$ cat src/rtl/core/assert_macros.svh
// Assertion macros shared by the RTL modules.
`ifndef ASSERT_MACROS_SVH
`define ASSERT_MACROS_SVH

// Condition must hold at every clock edge outside reset.
`define ASSERT_ALWAYS(label, clk, rst_n, cond) \
  label: assert property (@(posedge clk) disable iff (!rst_n) (cond)) \
    else $error("assertion failed: condition does not hold");

// Consequent must hold in the same cycle as the antecedent.
`define ASSERT_IMPLIES(label, clk, rst_n, ante, cons) \
  label: assert property (@(posedge clk) disable iff (!rst_n) (ante) |-> (cons)) \
    else $error("assertion failed: same-cycle implication");

// Consequent must hold in the cycle after the antecedent.
`define ASSERT_NEXT(label, clk, rst_n, ante, cons) \
  label: assert property (@(posedge clk) disable iff (!rst_n) (ante) |=> (cons)) \
    else $error("assertion failed: next-cycle implication");

`endif

$ cat src/rtl/core/ple_pkg.sv
`default_nettype none

package ple_pkg;

  // List geometry.
  localparam int CAPACITY   = 64;
  localparam int DATA_WIDTH = 16;
  localparam int IDX_W      = $clog2(CAPACITY);
  localparam int CNT_W      = $clog2(CAPACITY + 1);

  // Field widths of the command and result transactions.
  localparam int MODE_W   = 3;
  localparam int POS_W    = 7;
  localparam int WORD_W   = 16;
  localparam int STATUS_W = 2;

  typedef logic [DATA_WIDTH-1:0] word_t;

  // Command codes.
  typedef enum logic [MODE_W-1:0] {
    MODE_INS_POS  = 3'd0,
    MODE_INS_HEAD = 3'd1,
    MODE_INS_TAIL = 3'd2,
    MODE_REM_POS  = 3'd3,
    MODE_REM_HEAD = 3'd4,
    MODE_REM_TAIL = 3'd5
  } mode_e;

  // Result status codes.
  typedef enum logic [STATUS_W-1:0] {
    STAT_OK     = 2'd0,
    STAT_BADPOS = 2'd1,
    STAT_EMPTY  = 2'd2,
    STAT_FULL   = 2'd3
  } status_e;

  // Controller states.
  typedef enum logic {
    ST_WAIT = 1'b0,
    ST_EXEC = 1'b1
  } state_e;

  // Commands from the controller to the datapath.
  typedef struct packed {
    logic load;  // capture the incoming command
    logic exec;  // apply the held command and load the result register
  } ple_cmd_t;

endpackage

`default_nettype wire

$ cat src/rtl/core/ple_ctrl.sv
`default_nettype none

`include "assert_macros.svh"

module ple_ctrl
  import ple_pkg::*;
(
  input  wire logic     clk,
  input  wire logic     rst_n,
  input  wire logic     in_tvalid,
  output logic          in_tready,
  output logic          out_tvalid,
  input  wire logic     out_tready,
  output ple_cmd_t      cmd
);

  state_e state_r, state_nxt;
  logic   out_valid_r, out_valid_nxt;

  // State and result-valid registers.
  always_ff @(posedge clk) begin
    if (!rst_n) begin
      state_r     <= ST_WAIT;
      out_valid_r <= 1'b0;
    end else begin
      state_r     <= state_nxt;
      out_valid_r <= out_valid_nxt;
    end
  end

  // Next state and datapath commands.
  always_comb begin
    state_nxt = state_r;
    in_tready = 1'b0;
    cmd       = '0;
    case (state_r)
      ST_WAIT: begin
        in_tready = 1'b1;
        if (in_tvalid) begin
          cmd.load  = 1'b1;
          state_nxt = ST_EXEC;
        end
      end
      ST_EXEC: begin
        // The result register must be empty or draining this cycle.
        if (!out_valid_r || out_tready) begin
          cmd.exec  = 1'b1;
          state_nxt = ST_WAIT;
        end
      end
      default: begin
        state_nxt = ST_WAIT;
      end
    endcase
  end

  // A fresh result takes priority over the one being drained.
  always_comb begin
    if (cmd.exec) begin
      out_valid_nxt = 1'b1;
    end else if (out_tready) begin
      out_valid_nxt = 1'b0;
    end else begin
      out_valid_nxt = out_valid_r;
    end
  end

  assign out_tvalid = out_valid_r;

  // A result is never overwritten while it is still waiting.
  `ASSERT_IMPLIES(a_no_overwrite, clk, rst_n, cmd.exec, !out_valid_r || out_tready)
  // Load and execute never happen in the same cycle.
  `ASSERT_ALWAYS(a_cmd_exclusive, clk, rst_n, !(cmd.load && cmd.exec))

endmodule

`default_nettype wire

$ cat src/rtl/core/ple_datapath.sv
`default_nettype none

`include "assert_macros.svh"

module ple_datapath
  import ple_pkg::*;
(
  input  wire logic                clk,
  input  wire logic                rst_n,
  input  wire ple_cmd_t            cmd,
  input  wire logic [MODE_W-1:0]   mode,
  input  wire logic [POS_W-1:0]    position,
  input  wire logic [WORD_W-1:0]   payload,
  output logic [STATUS_W-1:0]      status,
  output logic [WORD_W-1:0]        removed_value,
  output logic [CNT_W-1:0]         element_count
);

  // Held command.
  logic [MODE_W-1:0]   mode_r;
  logic [POS_W-1:0]    pos_r;
  word_t               payload_r;

  // List storage: a chain of cells that shift in parallel.
  word_t               cells_r   [CAPACITY];
  word_t               cells_nxt [CAPACITY];
  logic [CNT_W-1:0]    size_r, size_nxt;

  // Result register.
  status_e             status_r;
  logic [WORD_W-1:0]   removed_r;
  logic [CNT_W-1:0]    count_r;

  // Decode.
  logic                is_ins, is_rem, do_ins, do_rem;
  logic [POS_W-1:0]    at;
  status_e             st;
  word_t               rd_word;

  // Capture the command when the controller accepts it.
  always_ff @(posedge clk) begin
    if (cmd.load) begin
      mode_r    <= mode;
      pos_r     <= position;
      payload_r <= payload[DATA_WIDTH-1:0];
    end
  end

  // Resolve the target position for each command.
  always_comb begin
    is_ins = 1'b0;
    is_rem = 1'b0;
    at     = '0;
    case (mode_r)
      MODE_INS_POS: begin
        is_ins = 1'b1;
        at     = pos_r;
      end
      MODE_INS_HEAD: begin
        is_ins = 1'b1;
      end
      MODE_INS_TAIL: begin
        is_ins = 1'b1;
        at     = POS_W'(size_r);
      end
      MODE_REM_POS: begin
        is_rem = 1'b1;
        at     = pos_r;
      end
      MODE_REM_HEAD: begin
        is_rem = 1'b1;
      end
      MODE_REM_TAIL: begin
        is_rem = 1'b1;
        at     = POS_W'(size_r) - POS_W'(1);
      end
      default: begin
        is_ins = 1'b0;
      end
    endcase
  end

  // Status checks; a position error on insert wins over a full list,
  // an empty list on remove wins over a position error.
  always_comb begin
    st = STAT_OK;
    if (is_ins) begin
      if (at > POS_W'(size_r)) begin
        st = STAT_BADPOS;
      end else if (size_r >= CNT_W'(CAPACITY)) begin
        st = STAT_FULL;
      end
    end else if (is_rem) begin
      if (size_r == '0) begin
        st = STAT_EMPTY;
      end else if (at >= POS_W'(size_r)) begin
        st = STAT_BADPOS;
      end
    end
  end

  assign do_ins  = is_ins && (st == STAT_OK);
  assign do_rem  = is_rem && (st == STAT_OK);
  assign rd_word = cells_r[at[IDX_W-1:0]];

  // Next cell contents: shift up behind an insert, down behind a removal.
  always_comb begin
    for (int k = 0; k < CAPACITY; k++) begin
      cells_nxt[k] = cells_r[k];
    end
    for (int k = 1; k < CAPACITY; k++) begin
      if (do_ins && (POS_W'(k) > at)) begin
        cells_nxt[k] = cells_r[k-1];
      end
    end
    for (int k = 0; k < CAPACITY - 1; k++) begin
      if (do_rem && (POS_W'(k) >= at)) begin
        cells_nxt[k] = cells_r[k+1];
      end
    end
    for (int k = 0; k < CAPACITY; k++) begin
      if (do_ins && (POS_W'(k) == at)) begin
        cells_nxt[k] = payload_r;
      end
    end
  end

  // Element count after the command.
  always_comb begin
    size_nxt = size_r;
    if (do_ins) begin
      size_nxt = size_r + CNT_W'(1);
    end else if (do_rem) begin
      size_nxt = size_r - CNT_W'(1);
    end
  end

  // Cell chain, no reset: entries at or above the count are never read.
  always_ff @(posedge clk) begin
    if (cmd.exec) begin
      for (int k = 0; k < CAPACITY; k++) begin
        cells_r[k] <= cells_nxt[k];
      end
    end
  end

  // Element count register.
  always_ff @(posedge clk) begin
    if (!rst_n) begin
      size_r <= '0;
    end else if (cmd.exec) begin
      size_r <= size_nxt;
    end
  end

  // Result register.
  always_ff @(posedge clk) begin
    if (cmd.exec) begin
      status_r  <= st;
      removed_r <= do_rem ? WORD_W'(rd_word) : '0;
      count_r   <= size_nxt;
    end
  end

  assign status        = status_r;
  assign removed_value = removed_r;
  assign element_count = count_r;

  // The count never exceeds the capacity.
  `ASSERT_ALWAYS(a_size_bound, clk, rst_n, size_r <= CNT_W'(CAPACITY))
  // A successful insert grows the list by exactly one.
  `ASSERT_NEXT(a_ins_grows, clk, rst_n, cmd.exec && do_ins, size_r == $past(size_r) + CNT_W'(1))

endmodule

`default_nettype wire

$ cat src/rtl/core/positional_list_engine_top.sv
// Bounded ordered list of up to 64 words of 16 bits. Each command transaction
// inserts a word at a position, at the head or at the tail, or removes the
// word at a position, at the head or at the tail; entries behind that place
// move by one cell, all cells at once. Every command returns one result
// transaction with a status, the removed word (zero unless a removal
// succeeded) and the element count afterwards. A bad position, a removal from
// an empty list or an insert into a full list is reported and leaves the list
// as it was; unused mode codes change nothing and report ok. Each command
// is first captured and then applied by the parallel shift of the cell
// chain, and a new command is taken only after the previous one has been
// applied. A waiting result holds the block in its execute step only
// when the next result is ready before the previous one has been taken.
`default_nettype none

module positional_list_engine_top
  import ple_pkg::*;
(
  input  wire logic        clk,
  input  wire logic        rst_n,
  // Command channel.
  input  wire logic        in_tvalid,
  output logic             in_tready,
  input  wire logic [31:0] in_tdata,   // [2:0] mode, [9:3] position, [25:10] payload
  // Result channel.
  output logic             out_tvalid,
  input  wire logic        out_tready,
  output logic [31:0]      out_tdata   // [1:0] status, [17:2] removed_value,
                                       // [24:18] element_count
);

  ple_cmd_t             cmd;
  logic [STATUS_W-1:0]  status;
  logic [WORD_W-1:0]    removed_value;
  logic [CNT_W-1:0]     element_count;

  ple_ctrl u_ctrl (
    .clk        (clk),
    .rst_n      (rst_n),
    .in_tvalid  (in_tvalid),
    .in_tready  (in_tready),
    .out_tvalid (out_tvalid),
    .out_tready (out_tready),
    .cmd        (cmd)
  );

  ple_datapath u_datapath (
    .clk           (clk),
    .rst_n         (rst_n),
    .cmd           (cmd),
    .mode          (in_tdata[2:0]),
    .position      (in_tdata[9:3]),
    .payload       (in_tdata[25:10]),
    .status        (status),
    .removed_value (removed_value),
    .element_count (element_count)
  );

  // Pack the result fields, lowest field first.
  assign out_tdata = {7'd0, element_count, removed_value, status};

endmodule

`default_nettype wire
$ cat config.mk
export PLATFORM = sky130hd
export DESIGN_NAME = positional_list_engine_top
export DESIGN_NICKNAME = d
export VERILOG_FILES = /design/src/rtl/core/ple_pkg.sv /design/src/rtl/core/ple_ctrl.sv /design/src/rtl/core/ple_datapath.sv /design/src/rtl/core/positional_list_engine_top.sv
export VERILOG_INCLUDE_DIRS = /design/src /design/src/rtl/core
export SDC_FILE = /design/constraint.sdc
export NUM_CORES = 2
export LEC_CHECK = 0
export ABC_AREA = 1
export CORE_UTILIZATION = 26
export CTS_CLUSTER_DIAMETER = 40
export CTS_CLUSTER_SIZE = 20
export DETAILED_ROUTE_END_ITERATION = 8
export DONT_BUFFER_PORTS = 1
export MAX_ROUTING_LAYER = met4
export SYNTH_ARGS = -nofsm -noshare
export SYNTH_HDL_FRONTEND = slang
export SYNTH_SLANG_ARGS = --single-unit
$ cat constraint.sdc
create_clock -name clk -period 5.6 [get_ports clk]
set_clock_uncertainty 0.05 [all_clocks]
set_input_delay 0.84 -clock clk [delete_from_list [all_inputs] [get_ports clk]]
set_output_delay 0.84 -clock clk [all_outputs]
set_load 0.02 [all_outputs]
[After elaboration in Yosys (flattened, before gate mapping)]
Memory sizes are Yosys's and may differ from the RTL's. A register that Yosys moved wholly into a read port is not among the register bits.
Index checks and enable logic that the tools add are counted.
Operators by class
  add/sub/neg operators: 2
  multiply operators: 0
  divide/modulo/power cells: 0
  order comparisons: 129
  equal/unequal tests: 68
  shift-type cells: 0
  mux-type cells: 212
  bitwise logic cells: 1
  reductions and logical operators: 203
Operators with widths (count)
  two-way mux 16 bit: 190
  == test 6 x 7 -> 1 bit, first input constant: 32
  > comparator 6 x 7 -> 1 bit, first input constant: 32
  greater-or-equal comparator 6 x 7 -> 1 bit, first input constant: 31
  logical AND 1 bit: 192
  == test 5 x 7 -> 1 bit, first input constant: 16
  greater-or-equal comparator 5 x 7 -> 1 bit, first input constant: 16
  > comparator 5 x 7 -> 1 bit, first input constant: 16
  == test 4 x 7 -> 1 bit, first input constant: 8
  greater-or-equal comparator 4 x 7 -> 1 bit, first input constant: 8
  > comparator 4 x 7 -> 1 bit, first input constant: 8
  == test 3 x 7 -> 1 bit, first input constant: 4
  greater-or-equal comparator 3 x 7 -> 1 bit, first input constant: 4
  > comparator 3 x 7 -> 1 bit, first input constant: 4
  case mux 7 bit (3 select lines): 1
  == test 2 x 7 -> 1 bit, first input constant: 2
  greater-or-equal comparator 1 x 7 -> 1 bit, first input constant: 2
  greater-or-equal comparator 2 x 7 -> 1 bit, first input constant: 2
  > comparator 2 x 7 -> 1 bit, first input constant: 2
  zero test 7 bit: 2
  two-way mux 7 bit: 2
  two-way mux 1 bit: 13
  two-way mux 2 bit: 5
  adder 7 x 1 -> 7 bit, second input constant: 1
  18 further kinds: 22
Word-level totals
  register bits after elaboration: 44
  latch bits: 0
  memory bits (writable): 1024
  bits in read-only memories: 0
  input port bits: 36
  word-level logic and storage cells: 624
  memories kept: 1
Memory list
  u_datapath.cells_r: depth 64, width 16, rd ports 65, clocked after memory_dff 1, write ports 64, line ple_datapath.sv:25  | word_t cells_r [CAPACITY];

[Logic depth before layout (Yosys ltp)]
  depth after elaboration: 14
  depth in mapped cells: 26

[By module]
Synthesis repeated with hierarchy kept, for this count alone.
Unflattened totals
  cells, all modules: 10504
  area, all modules: 72533.3 µm²
Modules (own cells, without submodules)
  ple_datapath: instances 1, cells each 10484, area an instance 72385.7 µm², sequential area each 32421.1 µm²
  ple_ctrl: instances 1, cells each 12, area an instance 91.3 µm², sequential area each 40.0 µm²
  positional_list_engine_top: instances 1, cells each 8, area an instance 56.3 µm², sequential area each 0.0 µm²

[Least setup slack after synthesis]
No wires, ideal clock.
  kind: register -> register
  start: register, netlist name u_datapath.size_r[0]
  end: memory u_datapath.cells_r[38][0] in the netlist's numbering, enable pin
  setup time: 409 ps
  arrival: 4517 ps
  data required time: 5141 ps
  path slack: 623 ps
  stages on the path, launching flop included: 25
  clock period less this slack: 4977 ps
  path through: dfxtp_1 inv_1 ha_1 inv_1 nand2_1 nand2_1 nor2_4 inv_2 clkbuf_1 clkbuf_1 ha_1 nand2_1 o21ai_0 nand2_1 nand2_1 nand2_1 nand2_1 nand2_1 nand2_1 nor2_2 nand2_1 nor2_1 inv_1 clkbuf_1 nor3_1
RTL lines (line)
  end, declared: ple_datapath.sv:25

==> out/results.tsv <==
metric	value	unit
status	finished clean	
Area Growth Syn to Fin	15.2	%
Worst EP arrival	5.78	ns
post-route setup slack	0.366	ns
First DRT Iteration DRCs	10508	
end of the worst hold path	u_ctrl.out_tvalid$_SDFFE_PN0P_	
FILL cells	30670	
mean post-synth cell area	6.69	sq um
peak supply drop	0.267	mV
r2r setup slk	0.37	ns
post-synthesis xor/xnor area fraction	0.000575	
Area contributors post-synth	edfxtp_1 (44%), nand2_1 (26%), nand3_1 (15%)	
worst reg2reg path startpoint	u_datapath.size_r[0]$_SDFFE_PN0P_	
first-pass GRT wire length	461000	microns
final hold vios	0	
layout cell share with drive strength beyond 1	0.0702	
CP required	6.14	ns
top-area cell type share of the netlist area	0.436	
Starting Density	0.262	
Total Nets Final	10884	
LEAKAGE	40.8	nW
mapped cell area	0.0740	sq mm
TritonCTS buffer count	205	
1st-pass router iterations	7	
global placement routability congestion	0.979	
Final Setup Violations	0	
normalized max-slew margin	0.172	
WHS	0.109	ns
CTS H-tree depth	4	
clock period minus worst slack	5.23	ns
Hold Crit Class	primary input to flop	
fin crit share	0.935	
top cells by count, synth	nand2_1 (5,211), nand3_1 (2,163), inv_1 (1,131)	
part of the Yosys area used for sequential elements	0.439	
ANT nets after route	0	
num rows	195	
total I/O pin count	70	
Critical Path Sink Type	flop	
DIE WIDTH	536	microns
CTS tree	yes	
worst skew pair latency	0.86	ns
die height	536	microns
Netlist cell types	42	
top cell type by total area after synthesis	edfxtp_1	
GRT overflow	0	
MaxCap Viol Count	0	
Routed WL	317000	microns
fraction of registers with async set or reset after synthesis	0	
Port Buffer Count	0	
Mapped Cells	11067	
R2R cell count	23	
CTS max path bufs	3	
core box area	0.283	sq mm
Worst-Margin Slew	1.24	ns
root buf cell	clkbuf_16	
PwrDens	383	mW/mm^2
Post-synth EDFFs	1075	
mux cell area share after synthesis	0	
post-synthesis register bit count	1084	
Final Max Tran Viols	0	
DRC viols	0	
Adder-Cell Fraction of Synth Area	0.00169	
Clk pin slew, worst setup/hold paths	0.06	ns
vias	74221	
f_max	0.191	GHz
GRT Total Usage	0.220	
vias in the first global route	68111	
pin count of the biggest net entering global routing	129	
Ys Warns	0	
RSZ-0062 raised after global routing	no	
WL per Instance	21.5	microns
Crit Reg-Reg Endpoint	u_datapath.cells_r[40][12]$_DFFE_PP_	
Die ar.	0.287	sq mm
largest family of logic cells by synthesized area	simple AND/OR/NAND/NOR gates	
CP Max Fanout	16	
post-synthesis compound-gate area fraction	0.0238	
HPWL after DPL	218000	microns
WHS Path Cells	2	
pre-CTS setup slack	0.278	ns
Setup CP Type	flop to flop	
Worst setup SP type	flop	
initial antenna violation count	11	
simple-gate share of the synthesized area	0.434	
Top FF cell, synth	edfxtp_1	
most common cell in the netlist	nand2_1	
via/cell ratio	5.03	
setup TNS	0	ns
worst hold start	rst_n	
clock sinks	1084	
[critical path, stage by stage, from the launching register on]
cell	delay, ns
dfxtp_1	0.45
inv_1	0.21
ha_1	0.30
xnor2_1	0.21
nor2_1	0.10
nor2_1	0.12
o21ai_2	0.08
ha_1	0.33
a21oi_1	0.12
o21ai_0	0.09
nand2_1	0.08
nand2_1	0.05
nand2_1	0.10
nand2_1	0.07
nand2_1	0.12
nand2_1	0.20
nor2_2	0.37
buf_4	0.21
nand2_2	0.34
buf_4	0.34
nor2_2	0.48
inv_2	0.30
nand3_1	0.17
nand2_1	0.06
[logic make-up after synthesis]
| logic type | after synthesis |
|---|---|
| adders and majority gates | 10 |
| AOI/OAI and AO/OA | 325 |
| and+or+nand+nor | 7716 |
| other | 1 |
| DFF | 1084 |
| xor gates and xnor gates | 4 |
| buffers and inverters | 1927 |
[cell type report]
class	instances	area, sq um	share of cell area
diodes	10	25.0	0.000294
clock buffers	234	5260	0.0617
clock inverters	140	1530	0.0180
inverters	1210	4560	0.0535
multi-input cells	8062	34300	0.402
flip-flops and latches	1084	32500	0.381
well taps	3743	4680	0.0549
repair buffers	275	2470	0.0289
[metal layers]
metal / vias to the layer above / wire length [microns] / GRT usage
li1: 34798 / - / -
met1: 34284 / 128000 / 0.285
met2: 4400 / 137000 / 0.325
met3: 739 / 33000 / 0.0392
met4: 0 / 19300 / 0.121
met5: - / 0 / -
[power breakdown]
part	internal, mW	switching, mW	total (mW)
registers	10.1	0.264	10.4
clock network	7.98	4.51	12.5
logic	2.48	7.27	9.74
[per-stage QoR]
step | area [sq um] | power [mW] | cells | utilization
6_report | 85300 | 32.6 | 14758 | 0.301
4_1_cts | 85200 | 32.4 | 14746 | 0.301
3_3_place_gp | 78100 | 19.8 | 14346 | 0.276
3_5_place_dp | 78100 | 19.9 | 14346 | 0.276
5_1_grt | 85300 | 33.8 | 14758 | 0.301
2_1_floorplan | 74000 | 16.7 | 11073 | -
[cell usage in the layout (no fill, tap or decap), types with 31 or more instances in the layout]
cell type	netlist	layout
edfxtp_1	1075	1075
nand3_1	2163	2163
nand2_1	5211	5207
nor2_2	30	31
o21ai_0	212	212
inv_1	1131	1129
clkinv_2	0	42
clkinv_1	6	40
buf_4	18	222
o21ai_1	72	72
clkbuf_16	0	206
inv_2	73	70
nor2_1	221	213
[repair_timing]
action                                 in CTS  in global routing
gates resized for setup                     0                  4
endpoints found under the hold margin      26                  0
setup buffers                               0                  2
hold buffers                               26                  0
setup endpoints to repair                   0                 58
[worst max-delay path by stage]
stage	startpoint	to	slack, ns	cells after the start
CTS	u_datapath.size_r[0]$_SDFFE_PN0P_	u_datapath.cells_r[51][3]$_DFFE_PP_	0.22	22
global placement	u_datapath.size_r[0]$_SDFFE_PN0P_	u_datapath.cells_r[51][8]$_DFFE_PP_	0.29	22
global route	u_datapath.size_r[0]$_SDFFE_PN0P_	u_datapath.cells_r[9][5]$_DFFE_PP_	0.05	20
floorplan	u_datapath.size_r[0]$_SDFFE_PN0P_	u_datapath.cells_r[38][0]$_DFFE_PP_	0.62	24
finish	u_datapath.size_r[0]$_SDFFE_PN0P_	u_datapath.cells_r[40][12]$_DFFE_PP_	0.37	23
detailed placement	u_datapath.size_r[0]$_SDFFE_PN0P_	u_datapath.cells_r[51][3]$_DFFE_PP_	0.28	22
[flip-flops by register name, indices dropped and copies added, names as in the netlist]
name,cells
u_datapath.size_r,7
u_datapath.payload_r,16
u_datapath.removed_value,16
u_datapath.element_count,7
u_ctrl.out_tvalid,1
u_ctrl.state_r,1
u_datapath.cells_r,1024
u_datapath.pos_r,7
u_datapath.status,2
u_datapath.mode_r,3
(Power assumes the default switching activity.)
